===== src/sv/rmta_pkg.sv =====
// ----------------------------------------------------------------------------
// rmta_pkg
// Shared constants, codes and helpers of the mapped region table allocator.
// ----------------------------------------------------------------------------
package rmta_pkg;

  localparam int DEPTH       = 32;
  localparam int IDX_W       = 5;
  localparam int CNT_W       = 6;
  localparam int MAX_REGIONS = 30;
  localparam int PAGE_BITS   = 12;
  localparam int START_W     = 32;
  localparam int LEN_W       = 31;
  localparam int ENTRY_W     = START_W + LEN_W;
  localparam int WIDE_W      = 34;

  localparam logic [WIDE_W-1:0] PG_MASK = WIDE_W'((64'd1 << PAGE_BITS) - 64'd1);

  localparam logic [31:0] BASE_RESET  = 32'h4000_0000;
  localparam logic [31:0] LIMIT_RESET = 32'h8000_0000;

  localparam logic [2:0] ST_OK       = 3'd0;
  localparam logic [2:0] ST_BADARG   = 3'd1;
  localparam logic [2:0] ST_FULL     = 3'd2;
  localparam logic [2:0] ST_NOROOM   = 3'd3;
  localparam logic [2:0] ST_NOTFOUND = 3'd4;

  localparam logic CMD_MAP   = 1'b0;
  localparam logic CMD_UNMAP = 1'b1;

  localparam logic CFG_BASE  = 1'b0;
  localparam logic CFG_LIMIT = 1'b1;

  typedef logic [WIDE_W-1:0] wide_t;

  function automatic wide_t pg_up(input wide_t a);
    return (a + PG_MASK) & ~PG_MASK;
  endfunction

endpackage


===== src/sv/mmap_region_table_allocator_unit.sv =====
// ----------------------------------------------------------------------------
// mmap_region_table_allocator_unit
// Address-sorted table of mapped regions with hint or first-fit placement and
// shift-based insert and remove, held in one table RAM.
// ----------------------------------------------------------------------------
//  channel   ports                         handshake
//  request   in_*                          start & !busy
//  result    out_*                         out_valid, one cycle
//  config    cfg_we, cfg_index, cfg_wdata  cfg_we
//
//  a request passes through the prep states and a check, then a scan of
//  the held regions up to the placement decision, then a fit check and,
//  if it passes, entry moves on insert, or entry moves on a full remove;
//  a map request that fails the check ends there; the result strobe is
//  registered; scan and moves share the single table RAM port pair
//  no clearing pass after reset; entries above the count are never used
//  results cannot be stalled
// ----------------------------------------------------------------------------
module mmap_region_table_allocator_unit (
  input  logic        clk,
  input  logic        rst_n,
  input  logic        start,
  output logic        busy,
  input  logic        in_cmd,
  input  logic [31:0] in_req_addr,
  input  logic [30:0] in_req_size,
  input  logic        in_map_shared,
  input  logic        in_map_private,
  input  logic        in_map_fixed,
  input  logic        in_prot_write,
  input  logic        in_file_writable,
  output logic        out_valid,
  output logic [2:0]  out_status,
  output logic [31:0] out_region_addr,
  output logic [4:0]  out_slot,
  input  logic        cfg_we,
  input  logic        cfg_index,
  input  logic [31:0] cfg_wdata
);
  import rmta_pkg::*;

  localparam logic [3:0] S_IDLE   = 4'd0;
  localparam logic [3:0] S_PREP   = 4'd1;
  localparam logic [3:0] S_PREP2  = 4'd2;
  localparam logic [3:0] S_CHECK  = 4'd3;
  localparam logic [3:0] S_SCAN   = 4'd4;
  localparam logic [3:0] S_DECIDE = 4'd5;
  localparam logic [3:0] S_FIT    = 4'd6;
  localparam logic [3:0] S_SHUP   = 4'd7;
  localparam logic [3:0] S_SHDN   = 4'd8;

  logic [3:0]         state_r, state_nxt;
  logic [31:0]        base_r, limit_r;
  logic [CNT_W-1:0]   count_r, count_nxt;
  logic               cmd_r, shared_r, priv_r, fixed_r, pw_r, fw_r;
  logic [31:0]        addr_r;
  logic [LEN_W-1:0]   size_r;
  wide_t              m_r, m_nxt, us_r, us_nxt, basepg_r, basepg_nxt;
  wide_t              msz_r, msz_nxt, bound_r, bound_nxt;
  logic [CNT_W-1:0]   k_r, k_nxt;
  logic [START_W-1:0] prev_start_r, prev_start_nxt;
  wide_t              prev_end_r, prev_end_nxt;
  logic               tat_done_r, tat_done_nxt, tat_found_r, tat_found_nxt;
  logic [IDX_W-1:0]   tat_slot_r, tat_slot_nxt;
  logic               ff_done_r, ff_done_nxt;
  logic [IDX_W-1:0]   ff_slot_r, ff_slot_nxt;
  wide_t              ff_addr_r, ff_addr_nxt;
  logic               hit_r, hit_nxt;
  logic [IDX_W-1:0]   hit_idx_r, hit_idx_nxt;
  logic [LEN_W-1:0]   hit_len_r, hit_len_nxt;
  wide_t              ins_addr_r, ins_addr_nxt;
  logic [IDX_W-1:0]   ins_slot_r, ins_slot_nxt;
  logic [CNT_W-1:0]   remain_r, remain_nxt;
  logic [IDX_W-1:0]   src_r, src_nxt, wtgt_r, wtgt_nxt;
  logic               rvalid_r, rvalid_nxt;
  logic               out_valid_r, out_valid_nxt;
  logic [2:0]         out_status_r, out_status_nxt;
  logic [31:0]        out_addr_r, out_addr_nxt;
  logic [IDX_W-1:0]   out_slot_r, out_slot_nxt;

  logic               ram_we;
  logic [IDX_W-1:0]   ram_waddr, ram_raddr;
  logic [ENTRY_W-1:0] ram_wdata, ram_rdata;

  logic [START_W-1:0] cur_start;
  logic [LEN_W-1:0]   cur_len;
  wide_t              cur_end, cur_e, ff_gap;
  logic [CNT_W-1:0]   n, j;
  logic               accept, use_hint, tat_hit, tat_ok, m_above;

  rmta_ram #(.WIDTH(ENTRY_W), .DEPTH(DEPTH)) u_table (
    .clk   (clk),
    .we    (ram_we),
    .waddr (ram_waddr),
    .wdata (ram_wdata),
    .raddr (ram_raddr),
    .rdata (ram_rdata)
  );

  assign busy            = (state_r != S_IDLE);
  assign accept          = start && !busy;
  assign out_valid       = out_valid_r;
  assign out_status      = out_status_r;
  assign out_region_addr = out_addr_r;
  assign out_slot        = out_slot_r;

  assign n         = count_r;
  assign j         = k_r - CNT_W'(1);
  assign cur_start = ram_rdata[ENTRY_W-1:LEN_W];
  assign cur_len   = ram_rdata[LEN_W-1:0];
  assign cur_end   = pg_up(WIDE_W'(cur_start) + WIDE_W'(cur_len));
  assign cur_e     = pg_up(WIDE_W'(cur_start));
  assign ff_gap    = cur_e - prev_end_r;
  assign use_hint  = (addr_r != 32'd0);
  assign m_above   = (m_r > prev_end_r);
  assign tat_hit   = (n != '0) && (m_above || (tat_done_r && tat_found_r));
  assign tat_ok    = use_hint && tat_hit && (bound_r < WIDE_W'(limit_r));

  always_comb begin
    state_nxt      = state_r;
    count_nxt      = count_r;
    m_nxt          = m_r;
    us_nxt         = us_r;
    basepg_nxt     = basepg_r;
    msz_nxt        = msz_r;
    bound_nxt      = bound_r;
    k_nxt          = k_r;
    prev_start_nxt = prev_start_r;
    prev_end_nxt   = prev_end_r;
    tat_done_nxt   = tat_done_r;
    tat_found_nxt  = tat_found_r;
    tat_slot_nxt   = tat_slot_r;
    ff_done_nxt    = ff_done_r;
    ff_slot_nxt    = ff_slot_r;
    ff_addr_nxt    = ff_addr_r;
    hit_nxt        = hit_r;
    hit_idx_nxt    = hit_idx_r;
    hit_len_nxt    = hit_len_r;
    ins_addr_nxt   = ins_addr_r;
    ins_slot_nxt   = ins_slot_r;
    remain_nxt     = remain_r;
    src_nxt        = src_r;
    wtgt_nxt       = wtgt_r;
    rvalid_nxt     = 1'b0;
    out_valid_nxt  = 1'b0;
    out_status_nxt = out_status_r;
    out_addr_nxt   = out_addr_r;
    out_slot_nxt   = out_slot_r;
    ram_we         = 1'b0;
    ram_waddr      = wtgt_r;
    ram_wdata      = ram_rdata;
    ram_raddr      = src_r;

    case (state_r)
      S_IDLE: begin
        if (accept) begin
          state_nxt = S_PREP;
        end
      end
      S_PREP: begin
        m_nxt      = pg_up(WIDE_W'(addr_r));
        us_nxt     = pg_up(WIDE_W'(size_r));
        basepg_nxt = pg_up(WIDE_W'(base_r));
        state_nxt  = S_PREP2;
      end
      S_PREP2: begin
        msz_nxt   = m_r + WIDE_W'(size_r);
        state_nxt = S_CHECK;
      end
      S_CHECK: begin
        bound_nxt    = pg_up(msz_r);
        k_nxt        = '0;
        tat_done_nxt = 1'b0;
        tat_found_nxt = 1'b0;
        ff_done_nxt  = 1'b0;
        hit_nxt      = 1'b0;
        state_nxt    = (n == '0) ? S_DECIDE : S_SCAN;
        out_addr_nxt = 32'd0;
        out_slot_nxt = '0;
        if (cmd_r == CMD_MAP) begin
          out_valid_nxt  = 1'b1;
          state_nxt      = S_IDLE;
          if (!priv_r && !shared_r) begin
            out_status_nxt = ST_BADARG;
          end else if (count_r >= CNT_W'(MAX_REGIONS)) begin
            out_status_nxt = ST_FULL;
          end else if (shared_r && pw_r && !fw_r) begin
            out_status_nxt = ST_BADARG;
          end else if (fixed_r && ((addr_r == 32'd0) || (addr_r < base_r) ||
                       (pg_up(msz_r) > WIDE_W'(limit_r)) ||
                       (addr_r[PAGE_BITS-1:0] != '0))) begin
            out_status_nxt = ST_BADARG;
          end else if (!fixed_r && use_hint && ((addr_r < base_r) ||
                       (pg_up(msz_r) > WIDE_W'(limit_r)))) begin
            out_status_nxt = ST_BADARG;
          end else begin
            out_valid_nxt = 1'b0;
            state_nxt     = (n == '0) ? S_DECIDE : S_SCAN;
          end
        end
      end
      S_SCAN: begin
        ram_raddr = k_r[IDX_W-1:0];
        k_nxt     = k_r + CNT_W'(1);
        if (k_r != '0) begin
          prev_start_nxt = cur_start;
          prev_end_nxt   = cur_end;
          if (!hit_r && ({1'b0, cur_start} == m_r[START_W:0])
              && (m_r[WIDE_W-1:START_W+1] == '0)) begin
            hit_nxt     = 1'b1;
            hit_idx_nxt = j[IDX_W-1:0];
            hit_len_nxt = cur_len;
          end
          if (k_r >= CNT_W'(2)) begin
            if (!tat_done_r) begin
              if (WIDE_W'(prev_start_r) >= m_r) begin
                tat_done_nxt = 1'b1;
              end else if (m_r > prev_end_r && cur_e > msz_r) begin
                tat_done_nxt  = 1'b1;
                tat_found_nxt = 1'b1;
                tat_slot_nxt  = j[IDX_W-1:0];
              end
            end
            if (!ff_done_r && cur_e > prev_end_r && ff_gap > WIDE_W'(size_r)) begin
              ff_done_nxt = 1'b1;
              ff_slot_nxt = j[IDX_W-1:0];
              ff_addr_nxt = prev_end_r;
            end
          end
          if (k_r == n) begin
            state_nxt = S_DECIDE;
          end
        end
      end
      S_DECIDE: begin
        out_addr_nxt = 32'd0;
        out_slot_nxt = '0;
        if (cmd_r == CMD_UNMAP) begin
          state_nxt = S_IDLE;
          if (!hit_r || hit_len_r == '0) begin
            out_valid_nxt  = 1'b1;
            out_status_nxt = ST_NOTFOUND;
          end else if (WIDE_W'(hit_len_r) <= us_r) begin
            remain_nxt = n - CNT_W'(1) - CNT_W'(hit_idx_r);
            src_nxt    = hit_idx_r + IDX_W'(1);
            out_slot_nxt = hit_idx_r;
            state_nxt  = S_SHDN;
          end else begin
            ram_we         = 1'b1;
            ram_waddr      = hit_idx_r;
            ram_wdata      = {m_r[START_W-1:0], hit_len_r - us_r[LEN_W-1:0]};
            out_valid_nxt  = 1'b1;
            out_status_nxt = ST_OK;
            out_slot_nxt   = hit_idx_r;
          end
        end else if (tat_ok) begin
          ins_addr_nxt = m_r;
          ins_slot_nxt = m_above ? n[IDX_W-1:0] : tat_slot_r;
          state_nxt    = S_FIT;
        end else if (fixed_r) begin
          out_valid_nxt  = 1'b1;
          out_status_nxt = ST_NOROOM;
          state_nxt      = S_IDLE;
        end else begin
          if (n == '0) begin
            ins_addr_nxt = basepg_r;
            ins_slot_nxt = '0;
          end else if (ff_done_r) begin
            ins_addr_nxt = ff_addr_r;
            ins_slot_nxt = ff_slot_r;
          end else begin
            ins_addr_nxt = prev_end_r;
            ins_slot_nxt = n[IDX_W-1:0];
          end
          state_nxt = S_FIT;
        end
      end
      S_FIT: begin
        if (pg_up(ins_addr_r + WIDE_W'(size_r)) < WIDE_W'(limit_r)) begin
          remain_nxt = n - CNT_W'(ins_slot_r);
          src_nxt    = n[IDX_W-1:0] - IDX_W'(1);
          state_nxt  = S_SHUP;
        end else begin
          out_valid_nxt  = 1'b1;
          out_status_nxt = ST_NOROOM;
          out_addr_nxt   = 32'd0;
          out_slot_nxt   = '0;
          state_nxt      = S_IDLE;
        end
      end
      S_SHUP: begin
        if (remain_r != '0) begin
          rvalid_nxt = 1'b1;
          wtgt_nxt   = src_r + IDX_W'(1);
          src_nxt    = src_r - IDX_W'(1);
          remain_nxt = remain_r - CNT_W'(1);
        end
        if (rvalid_r) begin
          ram_we = 1'b1;
        end else if (remain_r == '0) begin
          ram_we         = 1'b1;
          ram_waddr      = ins_slot_r;
          ram_wdata      = {ins_addr_r[START_W-1:0], size_r};
          count_nxt      = count_r + CNT_W'(1);
          out_valid_nxt  = 1'b1;
          out_status_nxt = ST_OK;
          out_addr_nxt   = ins_addr_r[START_W-1:0];
          out_slot_nxt   = ins_slot_r;
          state_nxt      = S_IDLE;
        end
      end
      S_SHDN: begin
        if (remain_r != '0) begin
          rvalid_nxt = 1'b1;
          wtgt_nxt   = src_r - IDX_W'(1);
          src_nxt    = src_r + IDX_W'(1);
          remain_nxt = remain_r - CNT_W'(1);
        end
        if (rvalid_r) begin
          ram_we = 1'b1;
        end else if (remain_r == '0) begin
          count_nxt      = count_r - CNT_W'(1);
          out_valid_nxt  = 1'b1;
          out_status_nxt = ST_OK;
          state_nxt      = S_IDLE;
        end
      end
      default: begin
        state_nxt = S_IDLE;
      end
    endcase
  end

  always_ff @(posedge clk) begin
    if (!rst_n) begin
      state_r     <= S_IDLE;
      count_r     <= '0;
      base_r      <= BASE_RESET;
      limit_r     <= LIMIT_RESET;
      rvalid_r    <= 1'b0;
      out_valid_r <= 1'b0;
    end else begin
      state_r     <= state_nxt;
      count_r     <= count_nxt;
      rvalid_r    <= rvalid_nxt;
      out_valid_r <= out_valid_nxt;
      if (cfg_we) begin
        if (cfg_index == CFG_BASE) begin
          base_r <= cfg_wdata;
        end else begin
          limit_r <= cfg_wdata;
        end
      end
    end
  end

  always_ff @(posedge clk) begin
    if (accept) begin
      cmd_r    <= in_cmd;
      addr_r   <= in_req_addr;
      size_r   <= in_req_size;
      shared_r <= in_map_shared;
      priv_r   <= in_map_private;
      fixed_r  <= in_map_fixed;
      pw_r     <= in_prot_write;
      fw_r     <= in_file_writable;
    end
    m_r          <= m_nxt;
    us_r         <= us_nxt;
    basepg_r     <= basepg_nxt;
    msz_r        <= msz_nxt;
    bound_r      <= bound_nxt;
    k_r          <= k_nxt;
    prev_start_r <= prev_start_nxt;
    prev_end_r   <= prev_end_nxt;
    tat_done_r   <= tat_done_nxt;
    tat_found_r  <= tat_found_nxt;
    tat_slot_r   <= tat_slot_nxt;
    ff_done_r    <= ff_done_nxt;
    ff_slot_r    <= ff_slot_nxt;
    ff_addr_r    <= ff_addr_nxt;
    hit_r        <= hit_nxt;
    hit_idx_r    <= hit_idx_nxt;
    hit_len_r    <= hit_len_nxt;
    ins_addr_r   <= ins_addr_nxt;
    ins_slot_r   <= ins_slot_nxt;
    remain_r     <= remain_nxt;
    src_r        <= src_nxt;
    wtgt_r       <= wtgt_nxt;
    out_status_r <= out_status_nxt;
    out_addr_r   <= out_addr_nxt;
    out_slot_r   <= out_slot_nxt;
  end

`ifndef SYNTH
  a_result_after_work: assert property (@(posedge clk) disable iff (!rst_n)
    out_valid_r |-> $past(busy))
    else $error("result without a request in flight");

  a_count_bound: assert property (@(posedge clk) disable iff (!rst_n)
    count_r <= CNT_W'(MAX_REGIONS))
    else $error("region count above table limit");

  a_scan_bound: assert property (@(posedge clk) disable iff (!rst_n)
    (state_r == S_SCAN) |-> (k_r <= count_r))
    else $error("scan past the last region");
`endif

endmodule


===== src/sv/rmta_ram.sv =====
// ----------------------------------------------------------------------------
// rmta_ram
// Generic single write, single read port RAM with registered read data.
// ----------------------------------------------------------------------------
module rmta_ram #(
  parameter int WIDTH = 8,
  parameter int DEPTH = 32
) (
  input  logic                     clk,
  input  logic                     we,
  input  logic [$clog2(DEPTH)-1:0] waddr,
  input  logic [WIDTH-1:0]         wdata,
  input  logic [$clog2(DEPTH)-1:0] raddr,
  output logic [WIDTH-1:0]         rdata
);

  logic [WIDTH-1:0] mem [DEPTH];

  always_ff @(posedge clk) begin
    if (we) begin
      mem[waddr] <= wdata;
    end
    rdata <= mem[raddr];
  end

endmodule


===== config.mk =====
export PLATFORM = sky130hd
export DESIGN_NAME = mmap_region_table_allocator_unit
export DESIGN_NICKNAME = d
export VERILOG_FILES = /design/src/sv/rmta_pkg.sv /design/src/sv/mmap_region_table_allocator_unit.sv /design/src/sv/rmta_ram.sv
export SDC_FILE = /design/constraint.sdc
export NUM_CORES = 2
export LEC_CHECK = 0
export BUFFER_PORTS_ARGS = -buffer_cell sky130_fd_sc_hd__buf_2
export CELL_PAD_IN_SITES_DETAIL_PLACEMENT = 0
export CELL_PAD_IN_SITES_GLOBAL_PLACEMENT = 1
export CORE_MARGIN = 4
export CORE_UTILIZATION = 50
export CTS_CLUSTER_DIAMETER = 30
export DETAILED_ROUTE_END_ITERATION = 10
export PLACE_DENSITY_LB_ADDON = 0.1
export REMOVE_ABC_BUFFERS = 1
export SETUP_SLACK_MARGIN = 0.05
export SYNTH_ARGS = -nofsm -noshare
export SYNTH_HDL_FRONTEND = slang
export SYNTH_HIERARCHICAL = 1
export SYNTH_SLANG_ARGS = --single-unit

===== constraint.sdc =====
create_clock -name clk -period 20.9 [get_ports clk]
set_input_delay 2.09 -clock clk [delete_from_list [all_inputs] [get_ports clk]]
set_output_delay 2.09 -clock clk [all_outputs]
set_load 0.05 [all_outputs]

==> summary.json <==
{
  "outcome": "completed",
  "layout.area.seq_sq_um": 74900,
  "worst_reg_to_reg_setup_slack_ns": 12.94,
  "ys_seq_area_share_pct": 69.6,
  "cp_slowest_stage_delay_ns": 0.91,
  "drtPass1Iterations": 9,
  "cp_slowest_cell": "sky130_fd_sc_hd__dfxtp_1",
  "postCtsSetupRepairBufs": 0,
  "post-layout-total-power_uw": 14900,
  "port_buffers": 135,
  "crit_path_end_kind": "flip-flop",
  "drv_cap": 0,
  "synthesized_instance_count": 6019,
  "min_period_over_period_pct": 38.1,
  "routed_wirelength_um": 317000,
  "die_area_sq_um": 223000,
  "post_cts.resized_instances": 0,
  "cts-root-to-sink-buffers": 4,
  "holdCritStartpoint": "prev_end_r[15]$_DFFE_PP_",
  "dp_slack_ns": 13.02,
  "drt-wirelength-per-cell_um": 32.2,
  "cts.htree.levels": 6,
  "filler_cells_inserted": 15500,
  "r2r_cells": 25,
  "synth_largest_area_cell": "sky130_fd_sc_hd__edfxtp_1",
  "worst-slew-pin-transition_ns": 1.33,
  "multi_input_area_sq_um": 30900,
  "report.final.slew_viol_count": 0,
  "synth-edff-count": 2403,
  "initial_standard_cell_utilization_of_the_core_pct": 50.2,
  "min_delay_path_depth": 0,
  "worst-path-max-fanout": 26,
  "dp_cells": 8887,
  "finalWeightedCongestion": 0.878,
  "place_area_sq_um": 112000,
  "via_count_of_the_first_global_routing_pass": 61200,
  "grt.total_usage_pct": 28.4,
  "clock_insertion_delay_worst_skew_ns": 0.95,
  "power_density_nw_per_um2": 114,
  "dieWidth_um": 472,
  "arrival_ns": 8.55,
  "max_freq_ghz": 0.126,
  "postRouteAntennaNets": 0,
  "yosysUniqueCellTypes": 91,
  "max_slew_margin_pct": 11.5,
  "timing_hold_violations_final": 0,
  "route.detailed.drc": 0,
  "final_critical_path_setup_slack_ns": 12.94,
  "cts_tree": "done",
  "detailedRoute.firstIterationViolations": 6823,
  "fin_crit_ns": 7.96,
  "timing.rr.start": "u_table/rdata[43]$_DFF_P_",
  "finish.net_count": 7026,
  "critical_path_most_common_cell": "sky130_fd_sc_hd__nand4_1",
  "synthTopCellsByArea": "sky130_fd_sc_hd__edfxtp_1 67%, sky130_fd_sc_hd__mux4_2 12%, sky130_fd_sc_hd__ha_1 3.8%, sky130_fd_sc_hd__dfxtp_1 2.6%, sky130_fd_sc_hd__xnor2_1 1.3%",
  "vdd.ir_drop.worst_v": 0.0000884,
  "layout-area-overhead-vs-synth_pct": 20.9,
  "finish.cell_count_without_fillers": 9837,
  "timing.rr.end": "ff_addr_r[22]$_DFFE_PP_",
  "synth_area_sq_um": 108000,
  "drt-vias-per-instance": 6.19,
  "gr-total-overflow": 0,
  "ys_async_sr_fraction_pct": 0,
  "whs_endpoint": "ff_addr_r[15]$_DFFE_PP_",
  "worstHoldPathType": "flip-flop to flip-flop",
  "row_count": 170,
  "wire_length_of_the_first_global_routing_pass_um": 452000,
  "postSynthRegisterBits": 2542,
  "leakagePower_uw": 0.0451,
  "clockRootBuffer": "sky130_fd_sc_hd__clkbuf_16",
  "synth_largest_type_area_fraction_pct": 67.0,
  "top_level_pins": 148,
  "dp.final_hpwl_um": 198000,
  "yosysWarningCount": 6,
  "coreArea_sq_um": 214000,
  "clk_pin_slew_worst_paths_ns": 0.05,
  "numClockSinks": 2542,
  "final_area_sq_um": 130000,
  "timing.critical_path.required_ns": 21.49,
  "via_count": 60900,
  "setup_repair_after_global_routing_missed_its_margin": "no",
  "postSynth.topFlopCell": "sky130_fd_sc_hd__edfxtp_1",
  "synth_top_cells_by_count": "2403 x sky130_fd_sc_hd__edfxtp_1, 591 x sky130_fd_sc_hd__mux4_2, 331 x sky130_fd_sc_hd__ha_1, 303 x sky130_fd_sc_hd__nand2_1, 299 x sky130_fd_sc_hd__inv_1",
  "antenna_violations_before_repair": 21,
  "postCtsHoldBufs": 0,
  "cts-buffers-inserted": 533,
  "post_synth.cell_area_avg_sq_um": 17.9,
  "timing.critical_path.from_type": "flip-flop",
  "synth_most_common_cell": "sky130_fd_sc_hd__edfxtp_1",
  "worst_clock_skew_ns": 0.0862,
  "die_h_um": 472,
  "post_route_cells_drive_above_1_share_pct": 26.6,
  "largest_net_degree_at_the_start_of_global_routing": 105,
  "setup_violations": 0,
  "timing_worst_setup_path_type": "flip-flop to flip-flop"
}
flip-flops by register name (all words and copies together) (netlist names), 22 cells and up:
name	cells
hit_len_r	31
u_table/mem	2016
u_table/rdata	63
bound_r	22
size_r	31
addr_r	32
limit_r	32
base_r	32
prev_start_r	32
msz_r	34
through the flow:
| step | hold slack (ns) | utilization (%) | TNS [ns] |
|---|---|---|---|
| 2_1_floorplan | 0.426 | - | -2843.00 |
| 3_3_place_gp | 0.434 | 52.4 | 0 |
| 3_5_place_dp | 0.437 | 52.4 | 0 |
| 4_1_cts | 0.449 | 60.7 | 0 |
| 5_1_grt | 0.460 | 60.7 | 0 |
| 6_report | 0.448 | 60.7 | 0 |
power breakdown:
part / total, uW / internal, uW / switching (uW)
clock: 8350 / 5710 / 2640
sequential: 5780 / 5690 / 82.1
combinational: 770 / 275 / 495
cell usage in the layout (no fill, tap or decap), types with 140 or more instances in the layout:
master	count
sky130_fd_sc_hd__edfxtp_1	2403
sky130_fd_sc_hd__mux4_2	591
sky130_fd_sc_hd__clkbuf_16	548
sky130_fd_sc_hd__ha_1	331
sky130_fd_sc_hd__nand2_1	300
sky130_fd_sc_hd__inv_1	298
sky130_fd_sc_hd__nor2_1	167
sky130_fd_sc_hd__xnor2_1	160
sky130_fd_sc_hd__a21oi_1	144
sky130_fd_sc_hd__buf_4	140
routing by layer:
metal / wire length [um] / share of wire, % / track usage (%)
met1: 132000 / 42 / 40.7
met2: 150000 / 47 / 45.0
met3: 25900 / 8.2 / 5.42
met4: 8600 / 2.7 / 8.18
met5: 40 / 0.013 / 0
cell families after synthesis:
| logic type | after synthesis | synth area share, % |
|---|---|---|
| and+or+nand+nor | 917 | 4.18 |
| xor gates and xnor gates | 234 | 1.90 |
| muxes | 711 | 13.6 |
| buffers and inverters | 561 | 2.19 |
| DFF | 2542 | 69.6 |
| AOI/OAI and AO/OA | 717 | 4.60 |
| other | 1 | 0.00348 |
| adders and majority gates | 336 | 3.94 |
how the worst max path moves through the flow:
stage	endpoint	from	slack (ns)
final	ff_addr_r[22]$_DFFE_PP_	u_table/rdata[43]$_DFF_P_	12.94
after global placement	ff_addr_r[14]$_DFFE_PP_	u_table/rdata[43]$_DFF_P_	12.92
after global routing	ff_addr_r[22]$_DFFE_PP_	u_table/rdata[43]$_DFF_P_	12.54
after CTS	ff_addr_r[22]$_DFFE_PP_	u_table/rdata[43]$_DFF_P_	12.95
after floorplan	u_table/rdata[3]$_DFF_P_	state_r[3]$_SDFFE_PN0P_	-47.55
after detailed placement	ff_addr_r[16]$_DFFE_PP_	u_table/rdata[43]$_DFF_P_	13.02
layout make-up:
cell class	instances	share of cell area [%]
diodes	6	0.0115
clock inverters	313	2.84
inverters	301	0.869
well taps	2838	2.73
multi-input cells	2927	23.7
repair buffers	279	1.39
clock buffers	631	10.9
flip-flops and latches	2542	57.6
worst max-delay path, delay by kind of cell, from the launching register on:
kind | cells | cell delay (ns)
AOI/OAI and AO/OA | 3 | 1.66
xor gates and xnor gates | 2 | 0.32
adders and majority gates | 2 | 0.61
buffers and inverters | 2 | 0.31
DFF | 1 | 0.91
and+or+nand+nor | 16 | 3.80
Note: power is estimated with default switching activity, not from simulation.
